`src/design/ssg_pkg.sv`:
```
// Shared types, constants and GF(2) matrix functions of the stratified sample generator.
// No dependencies; imported by every module of the block.
package ssg_pkg;

   localparam int IDX_W         = 14;
   localparam int FRAC_W        = 23;
   localparam int JIT_W         = 16;
   localparam int WORD_W        = 32;
   localparam int HALF_W        = 16;
   localparam int FRAC_PAD_W    = FRAC_W - JIT_W;
   // Fraction scaler: split, reciprocal estimate, one-step correction.
   localparam int DIV_STAGES    = 3;
   localparam int CSR_IDX_W     = 2;

   localparam logic [FRAC_W-1:0] FRAC_MAX = '1;

   localparam logic [CSR_IDX_W-1:0] CSR_SCRAMBLE_X = 2'd0;
   localparam logic [CSR_IDX_W-1:0] CSR_SCRAMBLE_Y = 2'd1;
   localparam logic [CSR_IDX_W-1:0] CSR_SCRAMBLE_Z = 2'd2;

   typedef logic [WORD_W-1:0] word_type;
   typedef logic [WORD_W-1:0][WORD_W-1:0] matrix_type;

   typedef struct packed {
      word_type x;
      word_type y;
      word_type z;
   } scramble_type;

   typedef struct packed {
      logic valid;
      logic row_sat;
   } map_status_type;

   // Upper-triangular reverse matrix: output bit i is the parity of input bits 31-i and up.
   function automatic word_type rev_matrix(input word_type a);
      word_type acc;
      for (int i = 0; i < WORD_W; i++) begin
         acc[i] = ^(a >> (WORD_W - 1 - i));
      end
      return acc;
   endfunction

   // Inverse of the reverse matrix: bit-reverse, then xor with its own right shift.
   function automatic word_type inv_rev_matrix(input word_type a);
      word_type b;
      for (int i = 0; i < WORD_W; i++) begin
         b[i] = a[WORD_W - 1 - i];
      end
      return b ^ (b >> 1);
   endfunction

   // Rows of the third-dimension matrix, built at elaboration from its Pascal-like columns.
   function automatic matrix_type make_z_rows();
      matrix_type  rows;
      logic [63:0] col;
      word_type    c;
      rows = '0;
      col  = 64'h3 << 62;
      for (int k = 0; k < WORD_W; k++) begin
         c = col[62:31];
         for (int i = 0; i < WORD_W; i++) begin
            rows[i][k] = c[i];
         end
         col = col ^ (col >> 1);
      end
      return rows;
   endfunction

   localparam matrix_type Z_ROWS = make_z_rows();

   function automatic word_type z_matrix(input word_type seq);
      word_type acc;
      for (int i = 0; i < WORD_W; i++) begin
         acc[i] = ^(seq & Z_ROWS[i]);
      end
      return acc;
   endfunction

endpackage

```
`src/design/ssg_map.sv`:
```
// Index split and GF(2) scrambling front end: input register, row/column split, matrices.
// Depends on ssg_pkg.
module ssg_map #(
   parameter int unsigned GRID_SIDE = 128
) (
   input  logic                            clock,
   input  logic                            reset,
   input  logic                            in_valid,
   input  logic [ssg_pkg::IDX_W-1:0]       in_index,
   input  ssg_pkg::scramble_type           scramble,
   output ssg_pkg::map_status_type         out_status,
   output logic [$clog2(GRID_SIDE)-1:0]    out_rem_x,
   output logic [$clog2(GRID_SIDE)-1:0]    out_rem_y,
   output logic [ssg_pkg::JIT_W-1:0]       out_jitter_x,
   output logic [ssg_pkg::JIT_W-1:0]       out_jitter_y,
   output logic [ssg_pkg::WORD_W-1:0]      out_z
);
   import ssg_pkg::*;

   localparam int GRID_W     = $clog2(GRID_SIDE);
   localparam int CELL_W     = (GRID_W < IDX_W) ? GRID_W : IDX_W;
   localparam int LOG_FLOOR  = $clog2(GRID_SIDE + 1) - 1;
   localparam int ROW_W      = (LOG_FLOOR < IDX_W) ? IDX_W - LOG_FLOOR : 1;
   localparam int PROD_SHIFT = IDX_W + GRID_W;
   localparam longint unsigned RECIP =
      ((64'd1 << PROD_SHIFT) + 64'(GRID_SIDE) - 64'd1) / 64'(GRID_SIDE);
   localparam int RECIP_W    = $clog2(RECIP + 1);
   localparam int PROD_W     = IDX_W + RECIP_W;

   logic                valid0_ff, valid1_ff;
   logic [IDX_W-1:0]    index0_ff, index1_ff;
   logic [ROW_W-1:0]    row_ff, row_in;
   logic [PROD_W-1:0]   prod;

   logic [IDX_W-1:0]    col_full;
   logic [CELL_W-1:0]   col;
   logic                row_sat;
   logic [HALF_W-1:0]   upper_half;
   word_type            upper, rev, delta, lower, seq;

   map_status_type      status_ff;
   logic [GRID_W-1:0]   rem_x_ff, rem_y_ff;
   logic [JIT_W-1:0]    jitter_x_ff, jitter_y_ff;
   word_type            z_ff;

   // Row = index / GRID_SIDE by reciprocal multiply, exact over the whole index range.
   assign prod   = PROD_W'(index0_ff) * PROD_W'(RECIP);
   assign row_in = ROW_W'(prod >> PROD_SHIFT);

   always_comb begin
      col_full   = index1_ff - IDX_W'(row_ff * GRID_SIDE);
      col        = CELL_W'(col_full);
      row_sat    = (32'(row_ff) >= GRID_SIDE);
      upper_half = HALF_W'(col) ^ scramble.x[WORD_W-1:HALF_W];
      upper      = {upper_half, HALF_W'(0)};
      rev        = rev_matrix(upper) ^ scramble.y;
      delta      = {HALF_W'(row_ff) ^ rev[WORD_W-1:HALF_W], HALF_W'(0)};
      lower      = inv_rev_matrix(delta);
      seq        = upper | lower;
   end

   always_ff @(posedge clock) begin
      if (reset) begin
         valid0_ff        <= 1'b0;
         valid1_ff        <= 1'b0;
         status_ff.valid  <= 1'b0;
      end else begin
         valid0_ff        <= in_valid;
         valid1_ff        <= valid0_ff;
         status_ff.valid  <= valid1_ff;
      end
   end

   always_ff @(posedge clock) begin
      index0_ff         <= in_index;
      index1_ff         <= index0_ff;
      row_ff            <= row_in;
      status_ff.row_sat <= row_sat;
      rem_x_ff          <= GRID_W'(col);
      // Drop the row when it overflows the grid; the output saturates anyway.
      rem_y_ff          <= row_sat ? '0 : GRID_W'(row_ff);
      jitter_x_ff       <= seq[JIT_W-1:0] ^ scramble.x[JIT_W-1:0];
      jitter_y_ff       <= rev[JIT_W-1:0] ^ delta[JIT_W-1:0];
      z_ff              <= scramble.z ^ z_matrix(seq);
   end

   assign out_status   = status_ff;
   assign out_rem_x    = rem_x_ff;
   assign out_rem_y    = rem_y_ff;
   assign out_jitter_x = jitter_x_ff;
   assign out_jitter_y = jitter_y_ff;
   assign out_z        = z_ff;

endmodule

```
`src/design/ssg_frac_div.sv`:
```
// Three-stage fraction scaler: (cell * 2^16 + jitter) * 2^7 / GRID_SIDE as a 0.23 fraction.
// Depends on ssg_pkg. The cell arrives below GRID_SIDE; the division is a reciprocal multiply.
module ssg_frac_div #(
   parameter int unsigned GRID_SIDE = 128
) (
   input  logic                          clock,
   input  logic [$clog2(GRID_SIDE)-1:0]  in_rem,
   input  logic [ssg_pkg::JIT_W-1:0]     in_jitter,
   output logic [ssg_pkg::FRAC_W-1:0]    out_quot
);
   import ssg_pkg::*;

   // cell * 2^23 = cell * QUOT_HI * GRID_SIDE + cell * REM_HI, so only the small part
   // cell * REM_HI + jitter * 2^7 is left to divide.
   localparam longint unsigned SCALE    = 64'd1 << FRAC_W;
   localparam longint unsigned QUOT_HI  = SCALE / 64'(GRID_SIDE);
   localparam longint unsigned REM_HI   = SCALE % 64'(GRID_SIDE);
   localparam longint unsigned PART_MAX =
      (64'(GRID_SIDE) - 64'd1) * REM_HI + ((64'd1 << JIT_W) - 64'd1) * (64'd1 << FRAC_PAD_W);
   localparam int              PART_W   = $clog2(PART_MAX + 64'd1);
   // Floor reciprocal: the estimate is the true quotient or one short of it.
   localparam longint unsigned RECIP    = (64'd1 << PART_W) / 64'(GRID_SIDE);
   localparam int              RECIP_W  = $clog2(RECIP + 64'd1);
   localparam int              PROD_W   = PART_W + RECIP_W;

   logic [FRAC_W-1:0] base_in, base_ff, base_est_ff;
   logic [PART_W-1:0] part_in, part_ff, part_est_ff;
   logic [PROD_W-1:0] prod;
   logic [FRAC_W-1:0] est_in, est_ff;
   logic [PART_W-1:0] back, resid;
   logic              bump;
   logic [FRAC_W-1:0] quot_in, quot_ff;

   // Split off the exact multiple of the grid side.
   assign base_in = FRAC_W'(in_rem) * FRAC_W'(QUOT_HI);
   assign part_in = PART_W'(in_rem) * PART_W'(REM_HI) + (PART_W'(in_jitter) << FRAC_PAD_W);

   // Estimate the quotient of the small part.
   assign prod   = PROD_W'(part_ff) * PROD_W'(RECIP);
   assign est_in = FRAC_W'(prod >> PART_W);

   // Advance the estimate by one when the remainder still reaches the grid side.
   assign back    = PART_W'(est_ff) * PART_W'(GRID_SIDE);
   assign resid   = part_est_ff - back;
   assign bump    = (resid >= PART_W'(GRID_SIDE));
   assign quot_in = base_est_ff + est_ff + FRAC_W'(bump);

   always_ff @(posedge clock) begin
      base_ff     <= base_in;
      part_ff     <= part_in;
      base_est_ff <= base_ff;
      part_est_ff <= part_ff;
      est_ff      <= est_in;
      quot_ff     <= quot_in;
   end

   assign out_quot = quot_ff;

endmodule

```
`src/design/stratified_sobol_sample_generator.sv`:
```
// Top level of the stratified, scrambled three-dimensional sample generator.
// Depends on ssg_pkg, ssg_map and ssg_frac_div.
//
// Usage:
//  - Command channel: raise start with req_sample_index; the beat is taken at any rising
//    edge where start is high and busy is low. busy is never raised, so a new beat may
//    be issued in every cycle.
//  - Result channel: rsp_strobe is high for exactly one cycle per accepted beat and
//    carries rsp_x_fraction, rsp_y_fraction (0.23) and rsp_z_fraction (0.32). Results
//    come out in issue order. The receiver cannot stall; it must take every beat.
//  - Throughput is one sample per cycle. The accepting edge loads the input register;
//    the reciprocal row split, the matrix stage, the three stages of the fraction
//    scaler and the result register follow.
//  - Configuration: csr_wen writes csr_wdata into scramble x, y or z by csr_index; an
//    index past the list is ignored. Write only while no sample is in flight.
//  - Reset (synchronous, active high): clear the scramble words to zero and flush
//    every sample in flight; no strobe follows a beat taken before reset.
module stratified_sobol_sample_generator #(
   parameter int unsigned GRID_SIDE = 128
) (
   input  logic                            clock,
   input  logic                            reset,
   input  logic                            start,
   output logic                            busy,
   input  logic [ssg_pkg::IDX_W-1:0]       req_sample_index,
   output logic                            rsp_strobe,
   output logic [ssg_pkg::FRAC_W-1:0]      rsp_x_fraction,
   output logic [ssg_pkg::FRAC_W-1:0]      rsp_y_fraction,
   output logic [ssg_pkg::WORD_W-1:0]      rsp_z_fraction,
   input  logic                            csr_wen,
   input  logic [ssg_pkg::CSR_IDX_W-1:0]   csr_index,
   input  logic [ssg_pkg::WORD_W-1:0]      csr_wdata
);
   import ssg_pkg::*;

   localparam int GRID_W  = $clog2(GRID_SIDE);
   // Sampled edges from the accepting edge to the edge that takes the result beat.
   localparam int LATENCY = DIV_STAGES + 4;

   scramble_type      scramble_ff;
   logic              accept;

   map_status_type    map_status;
   logic [GRID_W-1:0] map_rem_x, map_rem_y;
   logic [JIT_W-1:0]  map_jitter_x, map_jitter_y;
   word_type          map_z;

   logic [FRAC_W-1:0] quot_x, quot_y;

   map_status_type    stat_pipe_ff [DIV_STAGES];
   word_type          z_pipe_ff    [DIV_STAGES];

   logic              rsp_strobe_ff;
   logic [FRAC_W-1:0] rsp_x_ff, rsp_y_ff, rsp_y_in;
   word_type          rsp_z_ff;

   // Every stage advances each cycle, so the command side never has to wait.
   assign busy   = 1'b0;
   assign accept = start && !busy;

   // Configuration: clear the scramble words on reset, hold them until rewritten, drop writes past the list.
   always_ff @(posedge clock) begin
      if (reset) begin
         scramble_ff <= '0;
      end else if (csr_wen) begin
         case (csr_index)
            CSR_SCRAMBLE_X: scramble_ff.x <= csr_wdata;
            CSR_SCRAMBLE_Y: scramble_ff.y <= csr_wdata;
            CSR_SCRAMBLE_Z: scramble_ff.z <= csr_wdata;
            default: ;
         endcase
      end
   end

   // Front end: input register, row/column split and the GF(2) matrices.
   ssg_map #(
      .GRID_SIDE   (GRID_SIDE)
   ) u_map (
      .clock       (clock),
      .reset       (reset),
      .in_valid    (accept),
      .in_index    (req_sample_index),
      .scramble    (scramble_ff),
      .out_status  (map_status),
      .out_rem_x   (map_rem_x),
      .out_rem_y   (map_rem_y),
      .out_jitter_x(map_jitter_x),
      .out_jitter_y(map_jitter_y),
      .out_z       (map_z)
   );

   // Fraction dividers: one lane each for x and y, fully pipelined.
   ssg_frac_div #(
      .GRID_SIDE (GRID_SIDE)
   ) u_div_x (
      .clock     (clock),
      .in_rem    (map_rem_x),
      .in_jitter (map_jitter_x),
      .out_quot  (quot_x)
   );

   ssg_frac_div #(
      .GRID_SIDE (GRID_SIDE)
   ) u_div_y (
      .clock     (clock),
      .in_rem    (map_rem_y),
      .in_jitter (map_jitter_y),
      .out_quot  (quot_y)
   );

   // Carry valid, the row overflow flag and z alongside the divider stages.
   for (genvar s = 0; s < DIV_STAGES; s++) begin : g_delay
      if (s == 0) begin : g_head
         always_ff @(posedge clock) begin
            if (reset) begin
               stat_pipe_ff[s].valid <= 1'b0;
            end else begin
               stat_pipe_ff[s].valid <= map_status.valid;
            end
         end
         always_ff @(posedge clock) begin
            stat_pipe_ff[s].row_sat <= map_status.row_sat;
            z_pipe_ff[s]            <= map_z;
         end
      end else begin : g_body
         always_ff @(posedge clock) begin
            if (reset) begin
               stat_pipe_ff[s].valid <= 1'b0;
            end else begin
               stat_pipe_ff[s].valid <= stat_pipe_ff[s-1].valid;
            end
         end
         always_ff @(posedge clock) begin
            stat_pipe_ff[s].row_sat <= stat_pipe_ff[s-1].row_sat;
            z_pipe_ff[s]            <= z_pipe_ff[s-1];
         end
      end
   end

   // Saturate y when the row cell runs past the grid.
   assign rsp_y_in = stat_pipe_ff[DIV_STAGES-1].row_sat ? FRAC_MAX : quot_y;

   always_ff @(posedge clock) begin
      if (reset) begin
         rsp_strobe_ff <= 1'b0;
      end else begin
         rsp_strobe_ff <= stat_pipe_ff[DIV_STAGES-1].valid;
      end
   end

   always_ff @(posedge clock) begin
      rsp_x_ff <= quot_x;
      rsp_y_ff <= rsp_y_in;
      rsp_z_ff <= z_pipe_ff[DIV_STAGES-1];
   end

   assign rsp_strobe     = rsp_strobe_ff;
   assign rsp_x_fraction = rsp_x_ff;
   assign rsp_y_fraction = rsp_y_ff;
   assign rsp_z_fraction = rsp_z_ff;

`ifndef ASSERT_OFF
   // A result beat only ever follows an accepted command beat at the fixed latency.
   a_strobe_has_cmd: assert property (@(posedge clock) disable iff (reset)
      rsp_strobe |-> $past(accept, LATENCY))
      else $error("result strobe without a matching command beat");

   // Every accepted command beat produces its result beat, none lost.
   a_cmd_gets_strobe: assert property (@(posedge clock) disable iff (reset)
      accept |-> ##LATENCY rsp_strobe)
      else $error("command beat lost in the pipeline");

   // A row past the grid lands on the saturated y fraction.
   a_row_saturates: assert property (@(posedge clock) disable iff (reset)
      (stat_pipe_ff[DIV_STAGES-1].valid && stat_pipe_ff[DIV_STAGES-1].row_sat)
      |=> (rsp_y_fraction == FRAC_MAX))
      else $error("overflowing row did not saturate y");
`endif

endmodule
```
`config.mk`:
```
export PLATFORM = sky130hd
export DESIGN_NAME = stratified_sobol_sample_generator
export DESIGN_NICKNAME = d
export VERILOG_FILES = /design/src/design/ssg_pkg.sv /design/src/design/ssg_map.sv /design/src/design/ssg_frac_div.sv /design/src/design/stratified_sobol_sample_generator.sv
export SDC_FILE = /design/constraint.sdc
export NUM_CORES = 1
export LEC_CHECK = 0
export BUFFER_PORTS_ARGS = -buffer_cell sky130_fd_sc_hd__buf_2
export CAP_MARGIN = 5
export CORE_ASPECT_RATIO = 1.5
export CORE_UTILIZATION = 38
export CTS_CLUSTER_SIZE = 30
export DETAILED_ROUTE_END_ITERATION = 7
export PLACE_DENSITY = 0.63
export REMOVE_ABC_BUFFERS = 1
export SLEW_MARGIN = 10
export SYNTH_ARGS = -nofsm -noshare
export SYNTH_HDL_FRONTEND = slang
export SYNTH_SLANG_ARGS = --single-unit
```
`constraint.sdc`:
```
create_clock -name clock -period 3.96 [get_ports clock]
set_clock_uncertainty 0.15 [all_clocks]
set_input_delay 0.198 -clock clock [delete_from_list [all_inputs] [get_ports clock]]
set_output_delay 0.198 -clock clock [all_outputs]
set_load 0.1 [all_outputs]
```
Yosys cells after proc, flatten, opt, wreduce, memory -nomap -nowiden:

Memory sizes are Yosys's and may differ from the RTL's. A register that Yosys moved wholly into a read port is not among the register bits.
Index checks and enable logic that the tools add are counted.

* add/sub/neg operators: 7
* order comparisons: 2
* equality and inequality tests: 2
* multiplexer cells: 6
* bitwise gates (word level): 10
* reduce and logical (&&, ||, !) cells: 52

Operator list (count)
* XOR reduction 32 bit: 48
* XOR 32 bit: 2
* adder 23 x 1 -> 23 bit: 2
* adder 23 x 16 -> 23 bit: 2
* greater-or-equal comparator 23 x 8 -> 1 bit (second input constant): 2
* subtractor 23 bit: 2
* OR 32 bit: 1
* XOR 7 x 16 -> 16 bit: 2
* XOR 16 x 15 -> 16 bit: 1
* XOR 16 bit: 1
* subtractor 7 x 1 -> 7 bit (second input constant): 1
* 2-to-1 mux 1 bit: 6
* AND reduction 2 bit: 3
* OR 1 bit: 3
* equality test 2 x 1 -> 1 bit (second input constant): 1
* equality test 2 bit (second input constant): 1
* logical NOT 2 bit: 1

* bits in registers: 390
* memory bits (writable): 102
* input port bits: 52
* output and inout bits: 80
* memories kept: 2

Memories
* z_pipe_ff: depth 3, bits a word 32, read ports 3, clocked after memory_dff 1, write ports 3, line stratified_sobol_sample_generator.sv:51 `word_type z_pipe_ff [DIV_STAGES];`
* stat_pipe_ff: depth 3, bits a word 2, read ports 3, clocked after memory_dff 0, write ports 3, line stratified_sobol_sample_generator.sv:50 `map_status_type stat_pipe_ff [DIV_STAGES];`

Longest topological paths before layout:

Gate-level depths: netlist of run 1.

* word-level depth: 9
* depth in mapped cells: 6
* gate-level depth less buffers: 5

By module:

Synthesis of run 1 repeated with hierarchy kept, for this count alone.

* cells, all modules: 990
* area, all modules: 14685.3 um2

Modules (own cells, without submodules)
* stratified_sobol_sample_generator: times used 1, cells each 561, area each 7754.9 um2, sequential area each 5545.3 um2
* ssg_map: times used 1, cells each 291, area each 4167.7 um2, sequential area each 2182.1 um2
* ssg_frac_div: times used 2, cells each 69, area each 1381.3 um2, sequential area each 1381.3 um2

Worst setup path before layout of run 1:

Ideal clock, no wire load.

* path kind: reg-to-reg
* from: register scramble_ff[95] (netlist bit)
* to: register u_map.jitter_x_ff[15] (netlist: u_map.out_jitter_x[15])
* library setup time: 0.118 ns
* arrival: 2.009 ns
* data required time: 3.692 ns
* setup slack: 1.683 ns
* stages on the path, launching flop included: 7
* buffers on the path: 1
* clock period less this slack: 2.277 ns
* cells stage by stage: dfxtp_1 -> clkbuf_1 -> xnor2_1 -> xnor3_2 -> xnor2_4 -> xnor3_2 -> xnor2_1

* word-level cells in the longest chain between the ends: 7

Ends and longest elaborated chain
* start: declaration: line stratified_sobol_sample_generator.sv:40 `scramble_type scramble_ff;`
* XOR 7 x 16 -> 16 bit: line ssg_map.sv:54 `upper_half = HALF_W'(col) ^ scramble.x[WORD_W-1:HALF_W];`
* XOR reduction 32 bit
* XOR 32 bit: line ssg_map.sv:56 `rev = rev_matrix(upper) ^ scramble.y;`
* XOR 7 x 16 -> 16 bit: line ssg_map.sv:57 `delta = {HALF_W'(row_ff) ^ rev[WORD_W-1:HALF_W], HALF_W'(0)};`
* XOR 16 x 15 -> 16 bit: line ssg_pkg.sv:50 `return b ^ (b >> 1);`
* OR 32 bit: line ssg_map.sv:59 `seq = upper | lower;`
* XOR 16 bit: line ssg_map.sv:82 `jitter_x_ff <= seq[JIT_W-1:0] ^ scramble.x[JIT_W-1:0];`
* end signal: assignment: line ssg_map.sv:82
* end: declaration: line ssg_map.sv:43 `logic [JIT_W-1:0] jitter_x_ff, jitter_y_ff;`

Every way passes these cells.
A chain may end at the register's enable or synchronous reset.

Worst setup path in the final report of run 1:

* from: register scramble_ff[94] (netlist bit)
* to: register u_map.jitter_y_ff[15] (netlist: u_map.out_jitter_y[15])

* word-level cells in the longest chain between the ends: 3

Ends and longest elaborated chain
* XOR 7 x 16 -> 16 bit: line ssg_map.sv:54
* XOR reduction 32 bit: line ssg_pkg.sv:39 `acc[i] = ^(a >> (WORD_W - 1 - i));`
* XOR 32 bit: line ssg_map.sv:56
* via u_map.rev[15]: line ssg_map.sv:39 `word_type upper, rev, delta, lower, seq;`
* end signal: assignment: line ssg_map.sv:83 `jitter_y_ff <= rev[JIT_W-1:0] ^ delta[JIT_W-1:0];`
* end: declaration: line ssg_map.sv:43

The timed path passes the listed nets, and every way through them passes these cells.

==> metrics.md, run 1 <==
| Metric | Value |
|---|---|
| Final cycle utilization of the critical path | 67.3% |
| Crit path time final | 2.67 ns |
| Overall power | 13.3 mW |
| Synth cell count leaders | dfxtp_1 (521), nand2_1 (192), xnor2_1 (140), a21oi_1 (96), clkbuf_1 (36) |
| Worst Path Max Fanout | 8 |
| Clk sink count | 521 |
| Max IR drop VDD | 0.000430 V |
| Fillers | 3192 |
| Top-area cell type share of the netlist area | 76.7% |
| Critical Path AT | 2.94 ns |
| Mean routed wirelength per cell | 14.1 µm |
| CP Cell Sequence | xnor2_4, xnor3_2, xnor2_4, xnor3_2, xnor2_1 |
| Starting Density | 38.7% |
| Clk_lat worst skew | 0.55 ns |
| Register bit count reported by yosys | 521 |
| Worst-path clk slew | 0.07 ns |
| F_max | 0.375 GHz |
| Leak pwr | 6.71 nW |
| Dpl cells | 1612 |
| Crit-path max cell delay | 0.67 ns |
| Final core utilization | 47.7% |
| CP max-delay cell | dfxtp_1 |
| Mapped Area | 0.0136 mm² |
| Area grow syn2layout | 23.1% |
| RSZ-0062 raised after global routing | no |
| Endpoint class of the critical path | flip-flop |
| Final setup margin | 1.29 ns |
| Gr busiest metal | met2 |
| Most common cell in the netlist | dfxtp_1 |
| Final non-filler cell total | 1739 |
| Area contributors post-synth | dfxtp_1 (77%), xnor2_1 (9.0%), nand2_1 (5.3%) |
| Grt ovf | 0 |
| Antenna Violating Nets Remaining | 0 |
| Final Hold Viols | 0 |
| Seq/Total Area, Yosys | 76.7% |
| Initial antenna violation count | 0 |
| Drt pass-1 iters | 4 |
| Grt met3 use | 2.75% |
| CTS H-tree depth | 2 |
| Fin nets | 1285 |
| Cell Pwr Density | 797 mW/mm² |
| Max_cap viols | 0 |
| Layout cells sized above 1 | 17.5% |
| Vias in the first global route | 7209 |
| Die Ht | 234 µm |
| Via count | 7096 |
| CP startpoint kind | flip-flop |
| Slew Viols, Final | 0 |
| TritonCTS Buffers | 45 |
| Setup violations, final | 0 |
| First-pass GRT wire length | 38200 µm |
| Warnings from Yosys | 0 |
| GRT Util Overall | 13.9% |
| Max Root-Sink Buffers | 3 |
| Final setup TNS | 0 ns |
| Die ar. | 0.0365 mm² |
| Min Hold Slack | 0.0576 ns |
| Worst slew pin tran | 1.11 ns |
| Tightest Hold Check Type | input port to flip-flop |
| GR Layer Usage met2 | 24.9% |
| Placed cell area | 0.0147 mm² |
| Routed wire length | 24600 µm |
| Synth area leader | dfxtp_1 |
| Kind of critical path | flip-flop to flip-flop |
| Worst slew margin | 25.8% |
| Grt met1 use | 15.6% |
| EDFF count, synth | 0 |
| First DRT Iteration DRCs | 262 |
| Largest net degree at the start of global routing | 63 |
| Ant. Diodes | 0 |
| Post-route cell area | 0.0167 mm² |
| CTS resizes | 0 |
| Critical path data required time | 4.24 ns |
| Asr flop ratio synth | 0% |
| Detailed placement HPWL | 16500 µm |
| Num rows | 84 |
| CORE AREA | 0.0351 mm² |
| Vias/cell | 4.08 |
| Synth Instances | 1041 |
| Final RePlAce weighted congestion | 0.803 |
| Status | complete, no violations |
| Most used DFF post-synth | dfxtp_1 |
| IO Port Bufs | 130 |
| CTS tree | built |
| Mapped Avg Cell Area | 13.1 µm² |
| Post-synthesis cell type count | 19 |
| Pre-CTS setup slack | 1.29 ns |
| Root Buffer | clkbuf_16 |
| IO Count | 132 |
| Die width | 156 µm |
| Drc violations | 0 |
-- repair_timing --
action                                 in CTS  in global routing
hold buffers                               47                  0
buffers inserted                            0                  0
endpoints found under the hold margin     111                  0
-- area by class of cell --
cell class,count,area [µm²],share of cell area (%)
clock buffers,54,1210,7.25
clock inverters,26,318,1.90
multi-input cells,482,3010,18.0
flip-flops and latches,521,10400,62.3
well taps,473,592,3.54
repair buffers,183,1170,6.98
-- report_power, final --
part	internal (mW)	leakage, nW	switching [mW]	total [mW]
logic	0.479	1.63	1.87	2.34
registers	6.27	4.34	0.258	6.53
clock network	2.60	0.742	1.85	4.45
total	9.35	6.71	3.98	13.3
-- cell families after synthesis --
group | Yosys count | share of synthesized area (%)
AND/OR/NAND/NOR | 205 | 5.98
other | 1 | 0.0276
AO/OA/AOI/OAI | 96 | 3.54
flip-flops | 521 | 76.7
XOR/XNOR | 180 | 12.6
buffers and inverters | 38 | 1.13
-- routing by layer --
layer,share of wire (%),vias up,routed length (µm)
met5,0,-,0
met4,3.7,0,897
met3,4.3,52,1060
met2,51,159,12500
met1,41,3256,10100
li1,-,3629,-
-- path summary, 6_finish.rpt --
path / end / depth (start not counted) / startpoint / slack (ns)
hold / removal: stat_pipe_ff[0][1]$_SDFF_PP0_ / 2 / reset / 0.06
setup / recovery: u_map.out_jitter_y[15]$_DFF_P_ / 5 / scramble_ff[94]$_SDFFE_PP0P_ / 1.29
setup reg to reg: u_map.out_jitter_y[15]$_DFF_P_ / 5 / scramble_ff[94]$_SDFFE_PP0P_ / 1.29
hold reg to reg: u_div_y.est_ff[4]$_DFF_P_ / 0 / u_div_y.part_ff[11]$_DFF_P_ / 0.17
-- sequential cells by signal, indices dropped and copies added, names as in the netlist, 14 cells and up --
name                 flops
rsp_x_fraction          23
rsp_y_fraction          23
rsp_z_fraction          32
scramble_ff             96
u_div_x.out_quot        23
u_div_x.part_est_ff     16
u_div_x.part_ff         16
u_div_y.est_ff          16
u_div_y.out_quot        23
u_div_y.part_ff         16
u_map.index0_ff         14
u_map.out_jitter_x      16
u_map.out_jitter_y      16
u_map.out_z             32
z_pipe_ff               96
-- cells in the final DEF (no fill, tap or decap), types with 3 or more instances in the layout --
cell	n
bufinv_16	6
xor2_2	3
clkbuf_1	6
dfxtp_1	521
xor2_1	29
clkinvlp_4	5
buf_2	129
nand2_1	192
dlygate4sd3_1	47
clkbuf_16	47
a21oi_1	96
clkinv_2	9
buf_4	7
nor2b_1	7
xnor2_1	140
clkinv_4	3
-- critical path: cells and delay by family (launching register included) --
| family | cells | cell delay [ns] |
|---|---|---|
| xor+xnor | 5 | 1.73 |
| flops | 1 | 0.67 |
(Power assumes the default switching activity.)
==> run 2: changes to the inputs <==
- clock period: 3.96 -> 2.6 ns (I/O delays scaled with it)
==> metrics.md, run 2 (same netlist as run 1, synthesis figures left out) <==
| Metric | Value |
|---|---|
| First-pass GRT wire length | 38000 µm (was 38200 µm) |
| Largest net degree at the start of global routing | 61 (was 63) |
| Switch share | 29.6% (was 29.8%) |
| Mean routed wirelength per cell | 14.0 µm (was 14.1 µm) |
| Seq pwr share | 48.1% (was 49.0%) |
| Dpl cells | 1629 (was 1612) |
| Footprint of the multi-input gates | 0.00301 mm² (unchanged) |
| Initial antenna violation count | 0 (unchanged) |
| Max_cap viols | 0 (unchanged) |
| Hold Path Depth | 2 (unchanged) |
| CP startpoint kind | flip-flop (unchanged) |
| Worst-case hold path end point | u_map.index0_ff[2]$_DFF_P_ (was stat_pipe_ff[0][1]$_SDFF_PP0_) |
| Biggest regs | scramble_ff x96, z_pipe_ff x96 (unchanged) |
| Leak pwr | 6.86 nW (was 6.71 nW) |
| Via count | 7171 (was 7096) |
| Routed wire length | 24600 µm (about the same) |
| Setup violations, final | 0 (unchanged) |
| Antenna Violating Nets Remaining | 0 (unchanged) |
| Crit path from | scramble_ff[92]$_SDFFE_PP0P_ (was scramble_ff[94]$_SDFFE_PP0P_) |
| Clock power share | 34.4% (was 33.4%) |
| CP max-delay cell | xnor3_2 (was dfxtp_1) |
| Setup slack, reg-to-reg | 0.29 ns (was 1.29 ns) |
| Critical path data required time | 2.88 ns (was 4.24 ns) |
| Slew Viols, Final | 0 (unchanged) |
| Cell-internal power | 14.5 mW (was 9.35 mW) |
| Post-Route M1 WL | 10200 µm (was 10100 µm) |
| Final core utilization | 48.4% (was 47.7%) |
| Drc violations | 0 (unchanged) |
| Crit-path max cell delay | 0.47 ns (was 0.67 ns) |
| Final setup TNS | 0 ns (unchanged) |
| Final RePlAce weighted congestion | 0.810 (was 0.803) |
| Clk sink count | 521 (unchanged) |
| Die ar. | 0.0365 mm² (unchanged) |
| Final Hold Viols | 0 (unchanged) |
| Worst slew pin tran | 0.899 ns (was 1.11 ns) |
| Grt ovf | 0 (unchanged) |
| Worst-path clk slew | 0.07 ns (about the same) |
| Clk_lat worst skew | 0.55 ns (about the same) |
| F_max | 0.434 GHz (was 0.375 GHz) |
| Cell Pwr Density | 1210 mW/mm² (was 797 mW/mm²) |
| Combinational share of power | 17.5% (was 17.6%) |
| Worst slew margin | 40.1% (was 25.8%) |
| IO Port Bufs | 130 (unchanged) |
| Met2 Routed Length | 12600 µm (was 12500 µm) |
| Detailed placement HPWL | 16000 µm (was 16500 µm) |
| Vias in the first global route | 7239 (was 7209) |
| Vias/cell | 4.07 (was 4.08) |
| First DRT Iteration DRCs | 325 (was 262) |
| Crit path time final | 2.31 ns (was 2.67 ns) |
| Max Root-Sink Buffers | 3 (unchanged) |
| Fillers | 3169 (was 3192) |
| Tightest Hold Check Type | input port to flip-flop (unchanged) |
| Root Buffer | clkbuf_16 (unchanged) |
| Final cycle utilization of the critical path | 88.7% (was 67.3%) |
| CTS H-tree depth | 2 (unchanged) |
| Starting Density | 38.7% (unchanged) |
| Status | complete, no violations (unchanged) |
| Net Sw Power | 6.11 mW (was 3.98 mW) |
| DR WL met3 | 1150 µm (was 1060 µm) |
| Most common cell after layout, fill and taps aside | dfxtp_1 (unchanged) |
| Area grow syn2layout | 25.1% (was 23.1%) |
| Final non-filler cell total | 1761 (was 1739) |
| GRT Util Overall | 13.7% (was 13.9%) |
| Max IR drop VDD | 0.000807 V (was 0.000430 V) |
| Endpoint class of the critical path | flip-flop (unchanged) |
| Register area | 0.0104 mm² (unchanged) |
| Critical Path AT | 2.59 ns (was 2.94 ns) |
| CP bufs+invs | 0 (unchanged) |
| Die width | 156 µm (unchanged) |
| CTS tree | built (unchanged) |
| CP Cell Sequence | xnor2_4, xnor3_2, xnor2_4, xnor3_2, xnor2_1 (unchanged) |
| Kind of critical path | flip-flop to flip-flop (unchanged) |
| IO Count | 132 (unchanged) |
| CP delay by family, top | XOR/XNOR gates (unchanged) |
| RSZ-0062 raised after global routing | no (unchanged) |
| Fin nets | 1305 (was 1285) |
| Commonest cells after routing, fill and taps aside | dfxtp_1 (521), nand2_1 (192), xnor2_1 (140) (unchanged) |
| Num rows | 84 (unchanged) |
| CTS resizes | 0 (unchanged) |
| Drt pass-1 iters | 4 (unchanged) |
| Layout cells sized above 1 | 18.8% (was 17.5%) |
| Worst Path Max Fanout | 5 (was 8) |
| Ant. Diodes | 0 (unchanged) |
| Capturing point of the worst reg2reg path | u_map.out_jitter_y[15]$_DFF_P_ (unchanged) |
| TritonCTS Buffers | 45 (unchanged) |
| Final setup margin | 0.295 ns (was 1.29 ns) |
| Min-delay src | req_sample_index[2] (was reset) |
| Die Ht | 234 µm (unchanged) |
| Worst R2R Start | scramble_ff[92]$_SDFFE_PP0P_ (was scramble_ff[94]$_SDFFE_PP0P_) |
| Stages on worst setup path | 5 (unchanged) |
| DR top layer | met4 (unchanged) |
| Worst Reg-to-Reg Cells | 5 (unchanged) |
| CORE AREA | 0.0351 mm² (unchanged) |
| Pre-CTS setup slack | 0.283 ns (was 1.29 ns) |
[run 2: cell types whose count changed in the layout (fill, tap and decap cells not counted)]
cell / before / now
clkinv_2: 9 / 0
inv_6: 2 / 3
buf_4: 7 / 23
clkinvlp_4: 5 / 6
clkbuf_1: 6 / 4
clkbuf_8: 1 / 10
buf_12: 0 / 1
clkinv_4: 3 / 5
dlygate4sd3_1: 47 / 50
[run 2: how the worst max path moves through the flow]
stage	to	slack (ns)
after floorplan	u_map.out_jitter_x[15]$_DFF_P_	0.22
after global placement	u_map.out_jitter_y[15]$_DFF_P_	0.34
after detailed placement	u_map.out_jitter_y[15]$_DFF_P_	0.28
after CTS	u_map.out_jitter_y[15]$_DFF_P_	0.28
after global routing	u_map.out_jitter_y[15]$_DFF_P_	0.24
final	u_map.out_jitter_y[15]$_DFF_P_	0.29
[run 2: cell type report]
type / count / area share, %
clock buffer: 61 / 7.81
clock inverter: 21 / 1.80
multi-input combinational: 482 / 17.7
timing repair buffer: 203 / 7.87
tap: 473 / 3.48
sequential: 521 / 61.3
[run 2: power by group through the flow]
stage	sequential, mW	clock (mW)	combinational, mW
finish	9.94	7.10	3.62
global route	10.1	7.60	3.75
CTS	9.98	7.29	3.64
detailed placement	10.1	0	3.57
global placement	10.1	0	3.56
floorplan	12.2	0	0.762
[run 2: stage by stage]
step	area [µm²]	hold slack [ns]	total power [mW]
6_report	17000	0.0623	20.7
5_1_grt	17000	0.0511	21.4
4_1_cts	17000	0.0289	20.9
3_5_place_dp	14900	0.0836	13.7
3_3_place_gp	14900	0.0825	13.7
2_1_floorplan	13400	0.00772	12.9
[run 2: repair_timing]
| action | 4_1_cts | 5_1_grt |
|---|---|---|
| buffers inserted | 0 | 0 |
| hold endpoints to repair | 111 | 0 |
| hold buffers | 50 | 0 |
[run 2: per-layer routing]
metal / global-route usage (%) / up-vias
met1: 15.1 / 3289
li1: - / 3676
met4: 5.97 / 0
met2: 25.2 / 158
met5: 0 / -
met3: 2.95 / 48
